### config.mk
export PLATFORM = sky130hd
export DESIGN_NAME = kmc_ram
export DESIGN_NICKNAME = d
export VERILOG_FILES = /design/src/design/kmc_ram.sv
export SDC_FILE = /design/constraint.sdc
export NUM_CORES = 1
export LEC_CHECK = 0
export ABC_AREA = 1
export BUFFER_PORTS_ARGS = -buffer_cell sky130_fd_sc_hd__buf_2
export CAP_MARGIN = 20
export CORE_AREA = 2 2 98 100
export CTS_BUF_LIST = sky130_fd_sc_hd__clkbuf_8
export DETAILED_ROUTE_END_ITERATION = 10
export DIE_AREA = 0 0 100 102
export GPL_TIMING_DRIVEN = 0
export PLACE_DENSITY = 0.85
export SYNTH_ARGS = -nofsm -noshare
export SYNTH_HDL_FRONTEND = slang
export SYNTH_SLANG_ARGS = --single-unit
### constraint.sdc
create_clock -name clock -period 1.93 [get_ports clock]
set_clock_uncertainty 0.15 [all_clocks]
set_input_delay 0.193 -clock clock [delete_from_list [all_inputs] [get_ports clock]]
set_output_delay 0.193 -clock clock [all_outputs]
set_load 0.1 [all_outputs]
### src/design/kmc_ram.sv
// ----------------------------------------------------------------------------
// Generic RAM
// One write port, one read port with registered read data.
// ----------------------------------------------------------------------------
`default_nettype none

module kmc_ram #(
   parameter int WIDTH = 8,
   parameter int DEPTH = 16
) (
   input  wire logic                     clock,
   input  wire logic                     wr_en,
   input  wire logic [$clog2(DEPTH)-1:0] wr_addr,
   input  wire logic [WIDTH-1:0]         wr_data,
   input  wire logic [$clog2(DEPTH)-1:0] rd_addr,
   output logic      [WIDTH-1:0]         rd_data
);

   logic [WIDTH-1:0] mem [DEPTH];

   always_ff @(posedge clock) begin
      if (wr_en) begin
         mem[wr_addr] <= wr_data;
      end
      rd_data <= mem[rd_addr];
   end

endmodule

`default_nettype wire

# Word-level counts from Yosys, hierarchy flattened

Memories as Yosys holds them, arrays and structs flattened. A register that Yosys moved wholly into a read port is not among the register bits.
Index checks and enable logic that the tools add are counted.

Flip-flop bits (word level): 0
Word-level logic and storage cells: 3
Memories: 1
Output and inout bits: 8
RAM bits: 128

Memory list:

| memory | words | width | rd ports | clocked after memory_dff | write ports | RTL line | source |
|---|---|---|---|---|---|---|---|
| mem    | 16    | 8     | 1        | 1                        | 1           | 19       | `logic [WIDTH-1:0] mem [DEPTH];` |

Multiplexer cells: 2

Operator list:

| kind   | count |
|---|---|
| $mux 1 | 2 |

# Logic depth before layout (Yosys ltp)

Depth after elaboration: 2
Mapped depth: 8

# Worst setup path before layout

Ideal clock, no wire load.

Path kind: in2reg
Start point: input port wr_addr[2]
End point: memory mem[10][0] (enable)
Required time: 1,410 ps
Stages on the path: 2
Slack: 636 ps
Data arrival time: 774 ps
Path through: nand3b_1 nor2_1

RTL lines:

| item        | RTL line | source |
|---|---|---|
| from (decl) | 13       | `input wire logic [$clog2(DEPTH)-1:0] wr_addr,` |
| to (decl)   | 19       |  |

No word-level cell before the write port.

# Worst setup path in the final report

Start point: register rd_data[0] (read register of mem)
End point: output port rd_data[0]

RTL lines:

| item        | RTL line | source |
|---|---|---|
| from (decl) | 16       | `output logic [WIDTH-1:0] rd_data` |

No word-level cell between the ends.

==> summary.txt <==
Status
  • Outcome: finished clean

Synthesis
  • Cell Area, Synth: ~5800 um^2
  • Cells after Synth: around 550
  • Area leader, netlist: edfxtp_1
  • Synth warnings: 0
  • Top cells by area, synth: edfxtp_1, nand2_1, nand3_1, inv_1, dfxtp_1
  • Distinct cells, synth: 12
  • Mapped Nets: 569
  • Sequential-to-total area share from yosys stat: 0.694
  • Synthesis-stage register bit count: between 100 and 150
  • Proportion of netlist area held by the largest area contributor: 0.667
  • Mean area per synthesized cell: 10.5 um^2

STA
  • Setup TNS: 0 ps
  • Final critical-path share of the clock period: 0.793
  • Relative slew slack: 0.347
  • Unrepaired setup endpoints after global routing: false
  • Tightest Pin Transition: just under 1000 ps
  • Final max-slew violation count: 0
  • Fin crit period: approximately 1500 ps
  • Hold Fails Final Rpt: 0
  • Fmax achieved: around 650 MHz
  • Final setup violation count: 0

Layout
  • Nets: 610
  • Most frequent cells in the layout: nand2_1, edfxtp_1, inv_1
  • Antenna Cells: 0
  • Area Overhead vs Synth: 10.6%
  • Most common cell after layout, fill and taps aside: nand2_1
  • Layout cells sized above 1: 0.129
  • Filler cell count: 581

Die
  • Rows: 35
  • # IOs: 26
  • Core area: approximately 9000 um^2
  • Die H: just over 100 um
  • Initial Utilization: 0.633
  • DIE WIDTH: roughly 100 um
  • Die area: approximately 10,000 um^2

Global route
  • Global-route wire length before repair: about 21 mm
  • Initial antenna violation count: 0
  • All-Layer GR Usage: 0.290
  • Vias in the first global route: around 4k
  • Overflow after GRT: 0
  • Largest net degree at the start of global routing: 17

Power and ir drop
  • Seq pwr share: 0.550
  • Combinational cell fraction of total power: 0.095
  • Power Density: ~950 nW/um^2
  • Leakage: 0.00279 uW
  • Max IR drop VDD: between 0.7 and 0.8 mV
  • Clock network fraction of total power: 0.355
  • Pwr Total: between 6000 and 7000 uW
  • Internal: about 4400 uW
  • Sw frac: 0.263
  • Switching power: roughly 1600 uW

Clocking
  • Setup bufs post-CTS: 0
  • Maximum root-to-sink buffer count: 2
  • Worst-path clk slew: 80 ps
  • Count of hold-fix buffers inserted at cts: 0
  • Post-cts resize count: 0
  • CTS tree: done
  • Num CTS Buffers: 17
  • Num Clock Sinks: approximately 140
  • Clock latency on the worst-skew pair: approximately 440 ps
  • CTS root buffer: clkbuf_8
  • Max H-tree Level: 4

Critical path
  • Cells on worst reg2reg path: 6
  • CP endpoint kind: primary output
  • Critical path type: reg2out
  • Arr. time, crit path: 1190 ps
  • CP max FO: 1
  • Crit-path slowest cell: buf_2
  • Worst path bufs/invs: 1
  • CP peak stage delay: about 420 ps
  • Crit. path cell count: 1
  • Delay-heaviest family, CP: buffers and inverters
  • Worst path cell trace: buf_2
  • Nature of the critical path startpoint: flop
  • CP required: 1590 ps

Placement
  • Post-DP HPWL: 8.62 mm
  • IO buf count: 22
  • Routability cong.: about 0.9

Detailed routing
  • WL final: around 14 mm
  • Routed Antenna Nets: 0
  • Via/cell ratio: just under 6
  • Initial DRC count: ~600
  • DRC Markers: 0
  • Pre-antenna DRT Iters: 6
  • Vias: between 4k and 5k
  • Routed len/inst: slightly below 20 um

Worst hold path
  • Hold Crit Class: in2reg
  • Cell count of the worst hold path: 1

Flow run
  • Max-Cap Viols: 0
==> cell families after synthesis <==
group	share of synthesized area
buf+inv	0.0952
flops	0.694
simple gates	0.210
==> path summary, 6_finish.rpt <==
| kind | from | end | slack [ps] |
|---|---|---|---|
| worst max register to register | mem[6][0] | rd_data[0] | 680 |
| worst min-delay path | wr_data[4] | mem[5][4] | 10 |
| worst min register to register | mem[11][7] | rd_data[7] | 560 |
| worst max-delay path | rd_data[0] | rd_data[0] | 400 |
==> synthesized netlist by cell type <==
library cell,n
buf_1,1
buf_4,4
dfxtp_1,8
inv_1,100
buf_6,6
nand3_1,97
edfxtp_1,128
nor2_1,17
buf_2,13
nand3b_1,2
nand2_1,173
inv_2,2
==> registers in the layout, indices dropped and copies added, names as in the netlist <==
register,cells
rd_data,8
mem,128
==> metal layers <==
layer,share of wire,GRT usage
met2,0.47,0.440
met3,0.13,0.0636
met5,0,0
met4,0.052,0.178
met1,0.35,0.388
==> through the flow <==
stage | utilization | cells | area [um^2] | hold slack [ps] | worst slack [ps]
2_1_floorplan | - | 551 | 5770 | 142 | 636
3_3_place_gp | 0.660 | 684 | 6020 | 457 | 185
3_5_place_dp | 0.660 | 684 | 6020 | 463 | 112
4_1_cts | 0.700 | 716 | 6380 | 0.842 | 387
5_1_grt | 0.700 | 716 | 6380 | 8.92 | 346
6_report | 0.700 | 716 | 6380 | 12.2 | 399
==> power by group through the flow <==
stage,sequential (uW),clock [uW],combinational (uW)
finish,3310,2140,572
global route,3320,2260,605
CTS,3310,2140,558
detailed placement,3380,0,553
global placement,3380,0,535
floorplan,3520,0,233
==> layout make-up <==
type	instances	area, um^2	share of cell area
plain buffers	24	166	0.0261
well taps	111	139	0.0218
inverters	102	383	0.0600
flip-flops and latches	136	4000	0.628
clock buffers	17	234	0.0367
multi-input cells	289	1210	0.190
clock inverters	15	128	0.0200
repair buffers	22	110	0.0173
No activity file was read; power rests on OpenSTA's default activity.
