### src/design/kmc_pkg.sv
// ----------------------------------------------------------------------------
// KMC event select package
// Shared widths, action codes and item types for the rate roulette select.
// ----------------------------------------------------------------------------
`default_nettype none

package kmc_pkg;

   localparam int MAX_ENTRIES = 1024;
   localparam int IDX_W       = $clog2(MAX_ENTRIES);
   localparam int CNT_W       = IDX_W + 1;
   localparam int RATE_W      = 48;
   localparam int ENTRY_W     = RATE_W + 1;
   localparam int TOT_W       = 58;
   localparam int DRAW_W      = 32;
   localparam int TAG_W       = 16;
   localparam int TS_W        = 64;
   localparam int LOG_FRAC    = 40;

   localparam logic [TOT_W-1:0] TOTAL_MAX = '1;
   localparam logic [63:0]      LN2_Q64   = 64'hB17217F7D1CF79AB;
   localparam logic [CNT_W-1:0] CNT_FULL  = CNT_W'(MAX_ENTRIES);

   localparam logic [1:0] ACT_CLEAR  = 2'd0;
   localparam logic [1:0] ACT_LOAD   = 2'd1;
   localparam logic [1:0] ACT_CHOOSE = 2'd2;

   typedef struct packed {
      logic [DRAW_W-1:0] draw_select;
      logic [DRAW_W-1:0] draw_time;
      logic [TAG_W-1:0]  basin_tag;
      logic [TOT_W-1:0]  total;
      logic [CNT_W-1:0]  count;
   } job_type;

   typedef struct packed {
      logic full;
      logic empty;
   } queue_status_type;

endpackage

`default_nettype wire

### src/design/kmc_queue.sv
// ----------------------------------------------------------------------------
// KMC job queue
// Two-entry queue of choose jobs between front and back end.
// ----------------------------------------------------------------------------
`default_nettype none

module kmc_queue (
   input  wire logic                       clock,
   input  wire logic                       reset,
   input  wire logic                       push_vld,
   input  wire kmc_pkg::job_type           push_job,
   input  wire logic                       pop,
   output kmc_pkg::job_type                head,
   output kmc_pkg::queue_status_type       qstat
);
   import kmc_pkg::*;

   job_type    slot_ff [2];
   logic       wptr_ff, wptr_in;
   logic       rptr_ff, rptr_in;
   logic [1:0] fill_ff, fill_in;
   logic       do_push, do_pop;

   assign qstat.full  = (fill_ff == 2'd2);
   assign qstat.empty = (fill_ff == 2'd0);
   assign do_push     = push_vld && !qstat.full;
   assign do_pop      = pop && !qstat.empty;
   assign head        = slot_ff[rptr_ff];

   always_comb begin
      wptr_in = wptr_ff ^ do_push;
      rptr_in = rptr_ff ^ do_pop;
      fill_in = fill_ff + 2'(do_push) - 2'(do_pop);
   end

   always_ff @(posedge clock) begin
      if (do_push) begin
         slot_ff[wptr_ff] <= push_job;
      end
      if (reset) begin
         wptr_ff <= 1'b0;
         rptr_ff <= 1'b0;
         fill_ff <= 2'd0;
      end else begin
         wptr_ff <= wptr_in;
         rptr_ff <= rptr_in;
         fill_ff <= fill_in;
      end
   end

endmodule

`default_nettype wire

### config.mk
export PLATFORM = sky130hd
export DESIGN_NAME = kmc_queue
export DESIGN_NICKNAME = d
export VERILOG_FILES = /design/src/design/kmc_pkg.sv /design/src/design/kmc_queue.sv
export SDC_FILE = /design/constraint.sdc
export NUM_CORES = 1
export LEC_CHECK = 0
export ABC_AREA = 1
export BUFFER_PORTS_ARGS = -buffer_cell sky130_fd_sc_hd__buf_2
export CAP_MARGIN = 5
export CORE_AREA = 2 2 172 174
export DETAILED_ROUTE_END_ITERATION = 10
export DIE_AREA = 0 0 174 176
export RECOVER_POWER = 25
export SLEW_MARGIN = 20
export SYNTH_ARGS = -nofsm -noshare
export SYNTH_HDL_FRONTEND = slang
export SYNTH_SLANG_ARGS = --single-unit
### constraint.sdc
create_clock -name clock -period 9.6 [get_ports clock]
set_input_delay 0.48 -clock clock [delete_from_list [all_inputs] [get_ports clock]]
set_output_delay 0.48 -clock clock [all_outputs]
set_load 0.01 [all_outputs]
== After elaboration in Yosys (flattened, before gate mapping) ==
Memory sizes are Yosys's and may differ from the RTL's. A register that Yosys moved wholly into a read port is not among the register bits.
Index checks and enable logic that the tools add are counted.

* Mux-type cells: 3
* Bitwise gates (word level): 2
* Add/sub/neg operators: 2
* Reduce and logical (&&, ||, !) cells: 5
* Eq/ne operators: 1

{| class="wikitable"
|+ Operators by type and width
! operator !! count
|-
| $mux 1 || 3
|-
| $add 2x1->2 || 1
|-
| $eq 2x2->1 const B || 1
|-
| $logic_and 1x1->1 || 2
|-
| $logic_not 1->1 || 2
|-
| $logic_not 2->1 || 1
|-
| $sub 2x1->2 || 1
|-
| $xor 1x1->1 || 2
|}

* Input port bits: 153
* Register bits after elaboration: 4
* Bits in writable memories: 298
* Memories: 1
* Word-level logic and storage cells: 17

{| class="wikitable"
|+ Memory list
! memory !! words !! bits a word !! read ports !! clocked after Yosys merged registers in !! write ports !! RTL line !! source
|-
| slot_ff || 2 || 149 || 1 || 1 || 1 || kmc_queue.sv:18 || <nowiki>job_type slot_ff [2];</nowiki>
|}

== Depth between registers and ports, before layout ==
* Word-level depth: 5
* Mapped depth: 10
* Gate-level depth less buffers: 10

== Worst setup path after synthesis ==
OpenSTA, ideal clock, no wires.

* Path kind: in2reg
* From: input push_vld
* To: memory slot_ff[1][0] in the netlist's numbering, enable pin
* Setup time: 527 ps
* Stages on the path: 3
* Slack: 4,940 ps
* Arrival time: 4,133 ps
* Required time: 9,073 ps
* Buffers on the path: 0
* Path through: o21ai_0 -> inv_1 -> ha_1

* Word-level cells in the longest chain between the ends: 3

{| class="wikitable"
|+ Ends and longest elaborated chain
! item !! RTL line !! source
|-
| start: declaration || kmc_queue.sv:10 || <nowiki>input wire logic push_vld,</nowiki>
|-
| $logic_and 1x1->1 || kmc_queue.sv:26 || <nowiki>assign do_push = push_vld && !qstat.full;</nowiki>
|-
| $mux 1 || kmc_queue.sv:37 || <nowiki>if (do_push) begin</nowiki>
|-
| $mux 1 (implied by the code) || kmc_queue.sv:38 || <nowiki>slot_ff[wptr_ff] <= push_job;</nowiki>
|-
| end: declaration || kmc_queue.sv:18 ||
|}

Every way passes these cells.

==> impl_metrics.ini <==
[pwr]
cellPowerDensity_nw_per_um2 = 269
seqPwrFrac_pct = 47.3
ir_drop_mv = 0.156
intPower_uw = 2790
comb_power_share_pct = 24.6
power.leakage_uw = 0.00538
swShare_pct = 26.8
p_switching_uw = 1020
clkPwrFrac_pct = 28.2

[global_route]
gr-total-overflow = 0
grt_pass1_vias = 5889
grt_pass1_wl_um = 32500
antenna_found_initial = 5
grt_start_max_net_pins = 73
grt_usage_pct = 13.7

[timing]
rsz0062_at_grt = false
fin_skew_ns = 0.0160
fmax_mhz = 297
maxSlewHeadroom_pct = 32.7
setup_viol_count_final = 0
tightest_slew_ns = 1.01
tns_ns = 0
finalHoldViolations = 0
fin_crit_sh_pct = 35.0
finalCriticalPeriod_ns = 3.36
slew_violations = 0

[route]
routedWlPerCell_um = 17.9
drc_errors = 0
viasPerCell = 4.61
ant_nets = 0
first_pass_iters = 4
vias = 5695
wl_um = 22100
drt_iter0_drc = 309

[min_path]
worst_hold_path_type = in2reg

[clock_network]
cts_tree = yes
h-tree-depth = 1
post_cts_buffers = 0
holdBufCountCts = 0
clock_tree.root_cell = clkbuf_16
cts_buffers = 31
clk_latency_ns = 0.54
cts_max_path_buffers = 3
cts.sinks = 302
cts-resized-gates = 0
clk_pin_slew_ns = 0.06

[floorplan]
core_area_um2 = 28500
dieArea_um2 = 30600
ios = 304
die_h_um = 176
die_w_um = 174
initial_core_util_pct = 39.7
placementRows = 62

[worst_setup_path]
start_kind = register
cp-endpoint = head[26]
arrival_ns = 2.88
critical_path_class = reg2out
rr_startpoint = fill_ff[1]$_SDFF_PP0_
crit_chain = buf_4 -> mux2_2 -> buf_2
timing.rr.end = slot_ff[1][104]$_DFFE_PP_
critPathSlowestCell = dfxtp_4
endpoint_kind = output pin
r2r_cells = 5
cp_max_fo = 62
reg2reg_slack_ns = 7.22
cpPeakStageDelay_ns = 0.85
startpoint = rptr_ff$_SDFF_PP0_
worstPathRequired_ns = 9.12

[finish]
final_layout_size_suffix_gt1_share_pct = 56.2
design_area_um2 = 14200
nets = 981
syn2layout_area_growth_pct = 24.7
fin_util_pct = 49.6

[placement]
place_area_um2 = 13300
place_hpwl_um = 14600
gp_congestion = 0.730
port_buffers = 303

[yosys]
yosys.area.top_type = edfxtp_1
synth_simple_gate_area_share_pct = 0.518
synth_adder_area_share_pct = 0.441
synth_compound_area_share_pct = 0.0882
synthXorXnorAreaFrac_pct = 0
syn_inst = 499
avgSynthCellArea_um2 = 22.7
yosys_warnings = 0
synth-seq-area-share_pct = 79.6
muxShareOfSynthArea_pct = 17.7
ys_types = 13
ys_ff_latch = 302
syn_nets = 656
synth_top_area_share_pct = 78.9
syn_area_um2 = 11300
synth_area_leaders = edfxtp_1 79%, mux2_4 12%, mux2_2 6.1%
synth_top_family_by_area = multiplexers

[run]
maxCapViolCount = 0

[outcome]
status = completed
[cells in the final DEF (no fill, tap or decap)]
cell and instances:
clkbuf_8 3, diode_2 4, mux2_4 88, clkbuf_1 36
inv_1 10, mux2_2 61, ha_4 2, a21oi_1 1
clkbuf_16 31, o21ai_0 1, buf_4 6, clkinv_1 4
edfxtp_1 298, dfxtp_4 1, dfxtp_1 3, buf_1 1
nand2_1 5, ha_1 2, nand3_1 2, nor2_1 8
clkinvlp_4 1, buf_2 276, clkinv_2 7
[sequential cells by signal, indices dropped and copies added (netlist names)]
signal / flops
rptr_ff: 1
slot_ff: 298
wptr_ff: 1
fill_ff: 2
[cells by family (layout without fill, tap and decap cells)]
kind of cell,Yosys count,count (layout)
flops,302,302
fa+ha+maj,4,4
other cells,0,4
simple gates,15,15
compound gates,2,2
buf+inv,27,375
mux,149,149
[per-layer routing]
layer  vias up  wire [µm]  GRT usage, %
li1       2616          -             -
met1      2808       9180          17.7
met2       235      10600          22.4
met3        36       1720          3.83
met4         0        542          4.69
met5         -          0             0
[worst min-delay path by stage]
stage                                startpoint                        to  slack, ns  depth (start not counted)
after floorplan              wptr_ff$_SDFF_PP0_        wptr_ff$_SDFF_PP0_       0.53                          3
after global placement    fill_ff[1]$_SDFF_PP0_     fill_ff[1]$_SDFF_PP0_       0.60                          3
after detailed placement  fill_ff[1]$_SDFF_PP0_     fill_ff[1]$_SDFF_PP0_       0.61                          3
after CTS                          push_job[74]  slot_ff[1][74]$_DFFE_PP_       0.09                          1
after global routing               push_job[30]  slot_ff[1][30]$_DFFE_PP_        0.1                          1
final                                     reset        wptr_ff$_SDFF_PP0_       0.12                          2
[critical path, delay by kind of cell, from the launching register on]
| family | cells | cell delay [ns] |
|---|---|---|
| buffers and inverters | 2 | 0.92 |
| DFF | 1 | 0.85 |
| muxes | 1 | 0.42 |
[power groups by stage]
stage / registers (µW) / logic (µW) / clock network (µW)
after floorplan: 1810 / 653 / 0
after global placement: 1830 / 947 / 0
after detailed placement: 1820 / 958 / 0
after CTS: 1800 / 960 / 1110
after global routing: 1820 / 1010 / 1150
final: 1800 / 934 / 1070
[final cells by class]
type | count | area, µm²
tap | 384 | 480
clock buffer | 44 | 855
inverter | 10 | 37.5
timing repair buffer | 309 | 1530
sequential | 302 | 9030
fill | 2457 | 14400
multi-input combinational | 170 | 2150
antenna | 4 | 10.0
clock inverter | 12 | 57.6
[per-stage QoR]
step | hold WS, ns | std cells | total power (µW) | setup slack [ns]
floorplan | 0.532 | 499 | 2460 | 4.94
global placement | 0.601 | 1175 | 2770 | 6.77
detailed placement | 0.607 | 1175 | 2780 | 6.75
CTS | 0.0937 | 1231 | 3870 | 6.17
global route | 0.0965 | 1235 | 3970 | 6.06
finish | 0.120 | 1235 | 3800 | 6.24
[cells in the mapped netlist (all sizes together)]
cell    count
o21ai       1
nand2       5
edfxtp    298
nand3       2
buf        17
nor2        8
inv        10
a21oi       1
dfxtp       4
ha          4
mux2      149
Note: power is estimated with default switching activity, not from simulation.
