==> src/design/kmc_pkg.sv <==
// ----------------------------------------------------------------------------
// KMC event select package
// Shared widths, action codes and item types for the rate roulette select.
// ----------------------------------------------------------------------------
`default_nettype none

package kmc_pkg;

   localparam int MAX_ENTRIES = 1024;
   localparam int IDX_W       = $clog2(MAX_ENTRIES);
   localparam int CNT_W       = IDX_W + 1;
   localparam int RATE_W      = 48;
   localparam int ENTRY_W     = RATE_W + 1;
   localparam int TOT_W       = 58;
   localparam int DRAW_W      = 32;
   localparam int TAG_W       = 16;
   localparam int TS_W        = 64;
   localparam int LOG_FRAC    = 40;

   localparam logic [TOT_W-1:0] TOTAL_MAX = '1;
   localparam logic [63:0]      LN2_Q64   = 64'hB17217F7D1CF79AB;
   localparam logic [CNT_W-1:0] CNT_FULL  = CNT_W'(MAX_ENTRIES);

   localparam logic [1:0] ACT_CLEAR  = 2'd0;
   localparam logic [1:0] ACT_LOAD   = 2'd1;
   localparam logic [1:0] ACT_CHOOSE = 2'd2;

   typedef struct packed {
      logic [DRAW_W-1:0] draw_select;
      logic [DRAW_W-1:0] draw_time;
      logic [TAG_W-1:0]  basin_tag;
      logic [TOT_W-1:0]  total;
      logic [CNT_W-1:0]  count;
   } job_type;

   typedef struct packed {
      logic full;
      logic empty;
   } queue_status_type;

endpackage

`default_nettype wire

==> src/design/kmc_if.sv <==
// ----------------------------------------------------------------------------
// KMC channel interfaces
// Valid/ready channels for clear, load and choose items and for result items.
// ----------------------------------------------------------------------------
`default_nettype none

interface kmc_req_if;
   logic                          valid;
   logic                          ready;
   logic [1:0]                    action;
   logic [kmc_pkg::RATE_W-1:0]    entry_rate;
   logic                          entry_exit;
   logic [kmc_pkg::DRAW_W-1:0]    draw_select;
   logic [kmc_pkg::DRAW_W-1:0]    draw_time;
   logic [kmc_pkg::TAG_W-1:0]     basin_tag;

   modport source(output valid, action, entry_rate, entry_exit, draw_select, draw_time,
                  basin_tag, input ready);
   modport sink(input valid, action, entry_rate, entry_exit, draw_select, draw_time,
                basin_tag, output ready);
endinterface


`default_nettype wire

==> src/design/kmc_front.sv <==
// ----------------------------------------------------------------------------
// KMC front end
// Accepts items, applies clear and load to the table, queues choose jobs.
// ----------------------------------------------------------------------------
`default_nettype none

module kmc_front (
   input  wire logic                      clock,
   input  wire logic                      reset,
   kmc_req_if.sink                        req_ch,
   input  wire kmc_pkg::queue_status_type qstat,
   input  wire logic                      back_busy,
   output logic                           push_vld,
   output kmc_pkg::job_type               push_job,
   output logic                           wr_en,
   output logic [kmc_pkg::IDX_W-1:0]      wr_addr,
   output logic [kmc_pkg::ENTRY_W-1:0]    wr_data
);
   import kmc_pkg::*;

   logic [CNT_W-1:0] count_ff, count_in;
   logic [TOT_W-1:0] total_ff, total_in;
   logic [TOT_W:0]   total_add;
   logic             accept;

   // table edits wait until no choose job is pending
   assign req_ch.ready = (req_ch.action == ACT_CHOOSE) ? !qstat.full
                                                       : (qstat.empty && !back_busy);
   assign accept    = req_ch.valid && req_ch.ready;
   assign total_add = {1'b0, total_ff} + (TOT_W+1)'(req_ch.entry_rate);

   assign wr_addr  = count_ff[IDX_W-1:0];
   assign wr_data  = {req_ch.entry_exit, req_ch.entry_rate};
   assign wr_en    = accept && (req_ch.action == ACT_LOAD) && (count_ff < CNT_FULL);
   assign push_vld = accept && (req_ch.action == ACT_CHOOSE);

   always_comb begin
      push_job.draw_select = req_ch.draw_select;
      push_job.draw_time   = req_ch.draw_time;
      push_job.basin_tag   = req_ch.basin_tag;
      push_job.total       = total_ff;
      push_job.count       = count_ff;
   end

   always_comb begin
      count_in = count_ff;
      total_in = total_ff;
      if (accept && req_ch.action == ACT_CLEAR) begin
         count_in = '0;
         total_in = '0;
      end else if (wr_en) begin
         count_in = count_ff + CNT_W'(1);
         total_in = total_add[TOT_W] ? TOTAL_MAX : total_add[TOT_W-1:0];
      end
   end

   always_ff @(posedge clock) begin
      if (reset) begin
         count_ff <= '0;
         total_ff <= '0;
      end else begin
         count_ff <= count_in;
         total_ff <= total_in;
      end
   end

endmodule

`default_nettype wire

==> src/flat_wrapper.sv <==
// flat-port wrapper written by rule: the top's interface ports become plain ports
module kmc_front_flat import kmc_pkg::*;
  (clock, reset, qstat, back_busy, push_vld, push_job, wr_en, wr_addr, wr_data, req_ch_valid, req_ch_action, req_ch_entry_rate, req_ch_entry_exit, req_ch_draw_select, req_ch_draw_time, req_ch_basin_tag, req_ch_ready);
  kmc_req_if req_ch_i ();
  input  wire logic clock;
  input  wire logic reset;
  input  wire kmc_pkg::queue_status_type qstat;
  input  wire logic back_busy;
  output logic push_vld;
  output kmc_pkg::job_type push_job;
  output logic wr_en;
  output logic [kmc_pkg::IDX_W-1:0] wr_addr;
  output logic [kmc_pkg::ENTRY_W-1:0] wr_data;
  input wire logic [$bits(req_ch_i.valid)-1:0] req_ch_valid;
  input wire logic [$bits(req_ch_i.action)-1:0] req_ch_action;
  input wire logic [$bits(req_ch_i.entry_rate)-1:0] req_ch_entry_rate;
  input wire logic [$bits(req_ch_i.entry_exit)-1:0] req_ch_entry_exit;
  input wire logic [$bits(req_ch_i.draw_select)-1:0] req_ch_draw_select;
  input wire logic [$bits(req_ch_i.draw_time)-1:0] req_ch_draw_time;
  input wire logic [$bits(req_ch_i.basin_tag)-1:0] req_ch_basin_tag;
  output wire logic [$bits(req_ch_i.ready)-1:0] req_ch_ready;
  assign req_ch_i.valid = req_ch_valid;
  assign req_ch_i.action = req_ch_action;
  assign req_ch_i.entry_rate = req_ch_entry_rate;
  assign req_ch_i.entry_exit = req_ch_entry_exit;
  assign req_ch_i.draw_select = req_ch_draw_select;
  assign req_ch_i.draw_time = req_ch_draw_time;
  assign req_ch_i.basin_tag = req_ch_basin_tag;
  assign req_ch_ready = req_ch_i.ready;
  kmc_front u_core (.clock(clock), .reset(reset), .req_ch(req_ch_i), .qstat(qstat), .back_busy(back_busy), .push_vld(push_vld), .push_job(push_job), .wr_en(wr_en), .wr_addr(wr_addr), .wr_data(wr_data));
endmodule
==> config.mk <==
export PLATFORM = sky130hd
export DESIGN_NAME = kmc_front_flat
export DESIGN_NICKNAME = d
export VERILOG_FILES = /design/src/design/kmc_pkg.sv /design/src/design/kmc_if.sv /design/src/design/kmc_front.sv /design/src/flat_wrapper.sv
export SDC_FILE = /design/constraint.sdc
export NUM_CORES = 1
export LEC_CHECK = 0
export BUFFER_PORTS_ARGS = -buffer_cell sky130_fd_sc_hd__buf_4
export CORE_AREA = 2 2 134 136
export CTS_BUF_LIST = sky130_fd_sc_hd__clkbuf_4 sky130_fd_sc_hd__clkbuf_8 sky130_fd_sc_hd__clkbuf_16
export DETAILED_ROUTE_END_ITERATION = 10
export DIE_AREA = 0 0 136 138
export PLACE_DENSITY = 0.68
export SYNTH_ARGS = -nofsm -noshare
export SYNTH_HDL_FRONTEND = slang
export SYNTH_SLANG_ARGS = --single-unit
==> constraint.sdc <==
create_clock -name clock -period 4.6 [get_ports clock]
set_clock_uncertainty 0.05 [all_clocks]
set_input_delay 0.92 -clock clock [delete_from_list [all_inputs] [get_ports clock]]
set_output_delay 0.92 -clock clock [all_outputs]
set_load 0.1 [all_outputs]
Word-level counts from Yosys, hierarchy flattened
Index checks and enable logic that the tools add are counted.
- register bits: 69
- bits of input ports: 137
- output and inout bits: 211
- word-level logic and storage cells: 19
- add/sub/neg operators: 2
- magnitude comparators: 1
- equal/unequal tests: 2
- multiplexer cells: 2
- reductions and logical operators: 10
- operator list (operator ; number):
    adder 58 x 48 -> 59 bit ; 1
    2-to-1 mux 58 bit ; 1
    adder 11 x 1 -> 11 bit, second input constant ; 1
    < comparator 11 bit, second input constant ; 1
    logical AND 1 bit ; 6
    == test 2 x 1 -> 1 bit, second input constant ; 1
    == test 2 bit, second input constant ; 1
    logical NOT 1 bit ; 2
    logical NOT 2 bit ; 1
    OR reduction 2 bit ; 1
    2-to-1 mux 1 bit ; 1

Logic depth before layout (Yosys ltp)
- word-level depth: 6
- depth in mapped cells: 13
- mapped depth without buffers: 12

Worst setup path before layout
No wires, ideal clock.
- kind: input to output
- start point: in back_busy
- end point: out wr_en
- arrival time: 2886 ps
- data required time: 3630 ps
- slack: 744 ps
- stages on the path: 6
- buffers on the path: 2
- cells stage by stage: nand2b_1 -> nor2_1 -> nand2_1 -> clkinv_1 -> clkbuf_1 -> clkbuf_1
- cells in the longest elaborated chain, start to end: 6
- ends and longest elaborated chain (element ; RTL line ; source):
    start: declaration ; flat_wrapper.sv:8 ; input wire logic back_busy;
    logical NOT 1 bit ; kmc_front.sv:28 ; : (qstat.empty && !back_busy);
    logical AND 1 bit ; kmc_front.sv:28 ;
    2-to-1 mux 1 bit ; kmc_front.sv:27 ; assign req_ch.ready = (req_ch.action == ACT_CHOOSE) ? !qstat.full
    logical AND 1 bit ; kmc_front.sv:29 ; assign accept = req_ch.valid && req_ch.ready;
    logical AND 1 bit (2 in series) ; kmc_front.sv:34 ; assign wr_en = accept && (req_ch.action == ACT_LOAD) && (count_ff < CNT_FULL);
    end: declaration ; flat_wrapper.sv:11 ; output logic wr_en;
Every way passes these cells.

Worst setup path after layout
- start point: in req_ch_entry_rate[0]
- end point: reg u_core.total_ff[28]
- cells in the longest elaborated chain, start to end: 2
- ends and longest elaborated chain (element ; RTL line ; source):
    start: declaration ; flat_wrapper.sv:16 ; input wire logic [$bits(req_ch_i.entry_rate)-1:0] req_ch_entry_rate;
    adder 58 x 48 -> 59 bit ; kmc_front.sv:30 ; assign total_add = {1'b0, total_ff} + (TOT_W+1)'(req_ch.entry_rate);
    2-to-1 mux 58 bit ; kmc_front.sv:53 ; total_in = total_add[TOT_W] ? TOTAL_MAX : total_add[TOT_W-1:0];
    end signal: assignment ; kmc_front.sv:63 ; total_ff <= total_in;
    end: declaration ; kmc_front.sv:22 ; logic [TOT_W-1:0] total_ff, total_in;
Every way passes these cells.
A chain may end at the register's enable or synchronous reset.

==> flow_summary_export.csv <==
group,metric,value,unit
run_status,status,"finished clean",
yosys,ys_top_cells_by_count,"139 x buf_4, 80 x a21oi_1, 79 x o21ai_0, 69 x dfxtp_1, 52 x nor2_1",
detailed_routing,drcViolationCount,0,
detailed_routing,via_per_inst,5.500,
timing,drv_slew,0,
timing,setup-tns-final,0,ns
hold_path,worstHoldPathCells,2,
clocking,cts_setup_buffers,0,
detailed_routing,vias,5990,
clocking,clockBufferDepth,2,
setup_path,crit_type,"in2reg",
clocking,cts_tree,"built",
floorplanning,initial_core_util,36.48,%
yosys,synth.area.top_cells,"dfxtp_1 22%, buf_4 16%, ha_1 9.6%",
global_routing,grt_overflow,0,
timing,fmax,270.5,MHz
clocking,cts-root-buf,"clkbuf_16",
yosys,synthCells,828,
yosys,yosysMostFrequentCell,"buf_4",
power,vdd_drop_max,0.0001459,V
clocking,cts_resized,0,
setup_path,crit_arrival,3.85,ns
hold_path,worstHoldStart,"u_core.count_ff[10]",
setup_path,timing.rr.start,"u_core.total_ff[0]",
floorplanning,die_w,136,µm
power,p_int,0.001196,W
global_routing,grt.total_usage,19.34,%
timing,worst_slew_pin_slew,1.142,ns
detailed_routing,ant_nets,0,
yosys,synth_edf_count,0,
placed_design,placed_cells,1073,
yosys,synth_area,0.006397,mm²
finish,fin_nets,1042,
timing,finalCritPeriodShare,80.37,%
timing,maxSlewHeadroom,23.71,%
clocking,htreeDepth,3,
power,p_switching,0.0006872,W
timing,fin_crit,3.697,ns
detailed_routing,drtPass1Iterations,5,
clocking,cts_made_buffers,9,
finish,multi_input_area,0.003781,mm²
timing,rsz0062_at_grt,"false",
yosys,yosys_warnings,0,
finish,drive_above_1_share,26.74,%
clocking,clk_latency,0.34,ns
setup_path,required,4.75,ns
detailed_routing,routed_wl,18.54,mm
clocking,clock_sinks,69,
placed_design,routabilityCongestion,0.9300,
clocking,clk_pin_slew_worst_paths,0.06,ns
detailed_routing,wl_per_cell,17.02,µm
power,seqPwrFrac,32.7,%
floorplanning,placementRows,49,
setup_path,critPathMaxFanout,13,
finish,areaGrowthSynthToFinish,13.36,%
global_routing,grt_pass1_vias,5525,
power,p_leak,3.319,nW
timing,hold_violations,0,
floorplanning,dieHeight,138,µm
yosys,synthArstFlopShare,0,%
yosys,yosysSeqAreaShare,21.59,%
timing,setup_viol,0,
yosys,synth_area_per_cell,7.726,µm²
yosys,ys_types,60,
finish,stdcell_count,1089,
finish,antennaDiodeCount,0,
yosys,ys_dominant_reg_cell,"dfxtp_1",
yosys,syn-num-nets,1015,
setup_path,r2r_cells,13,
finish,n_fill_cell,1822,
global_routing,grt_pass1_wl,28.91,mm
timing,holdWs,0.4735,ns
yosys,yosys.area.top_type,"dfxtp_1",
global_routing,antenna_found_initial,0,
setup_path,critPathLaunchType,"input port",
floorplanning,ios,348,
hold_path,hp-class,"reg2reg",
power,sw_frac_of_total,36.49,%
setup_path,cp-end-kind,"flop",
yosys,synth_top_area_share,21.59,%
power,combPwrFrac,29.1,%
floorplanning,fp.coreArea,0.01753,mm²
placed_design,io_buffers,185,
clocking,hold_buffers,0,
power,power_frac_clock,38.3,%
global_routing,grt_start_max_net_pins,48,
finish,regArea,0.001381,mm²
flow_run,max_cap_viol_count,0,
setup_path,cp-startpoint,"req_ch_entry_rate[0]",
yosys,synth_seq_cells,69,
placed_design,dpl.hpwl,14.41,mm
floorplanning,die_area,0.01877,mm²
detailed_routing,drt-initial-drc-count,376,
power,p_per_area,259.7,mW/mm²
state kept, by name, summed over array words and instances, names as in the netlist:
register,cells
u_core.count_ff,11
u_core.total_ff,58
layout make-up:
class / instances / area share, %
clock buffers: 11 / 3.399
clock inverters: 5 / 0.8109
inverters: 13 / 0.6729
multi-input cells: 569 / 52.14
flip-flops and latches: 69 / 19.05
well taps: 229 / 3.951
repair buffers: 193 / 19.98
cell families (layout without fill, tap and decap cells):
kind of cell | after synthesis | after routing | synth area share [%]
compound gates | 289 | 289 | 28.28
xor+xnor | 53 | 53 | 7.256
fa+ha+maj | 50 | 50 | 9.896
buf+inv | 190 | 222 | 19.54
flops | 69 | 69 | 21.59
mux | 2 | 2 | 0.3129
simple gates | 175 | 175 | 13.12
layer usage:
metal	global-route usage [%]	part of all wire [%]
met1	24.02	43
met2	31.00	47
met3	3.300	5.9
met4	11.79	4.7
met5	0	0
per-stage QoR:
step	setup slack, ns	area [µm²]	utilization (%)	power (W)
finish	0.9030	7252	41.36	0.001883
global route	0.6920	7252	41.36	0.001955
global placement	0.5971	6947	39.62	0.001172
CTS	0.9291	7252	41.36	0.001904
detailed placement	0.5726	6947	39.62	0.001173
floorplan	0.7442	6397	-	0.001397
critical path: stages:
cell	delay [ns]
buf_4	0.11
ha_1	0.21
fa_1	0.41
a21o_1	0.22
a221oi_2	0.39
or4b_4	0.24
a21oi_2	0.05
o2111ai_1	0.27
a21oi_2	0.13
o21ai_2	0.33
buf_4	0.29
nand2_1	0.08
o22ai_1	0.13
nor2_1	0.05
cells in the final DEF (no fill, tap or decap), types with 8 or more instances in the layout:
master     instances
buf_4            193
a21oi_1           79
o21ai_0           79
dfxtp_1           69
nor2_1            52
nand2_1           49
ha_1              49
a31oi_1           32
a21o_1            31
xor2_1            29
xnor2_1           24
nand4_1           19
inv_1             12
nand3_1           11
clkbuf_16          9
a211oi_1           8
o21bai_1           8
final timing paths:
path / endpoint / slack [ns]
min reg2reg: u_core.count_ff[10] / 0.47
max: u_core.total_ff[28] / 0.90
min: u_core.count_ff[10] / 0.47
max reg2reg: u_core.total_ff[28] / 1.28
power groups by stage:
stage                     combinational [W]  clock [W]  sequential [W]
after detailed placement           0.000545          0        0.000628
after floorplan                    0.000706          0        0.000691
after global routing               0.000579   0.000760        0.000616
after global placement             0.000544          0        0.000628
after CTS                          0.000547   0.000741        0.000615
final                              0.000547   0.000721        0.000615
No activity file was read; power rests on OpenSTA's default activity.
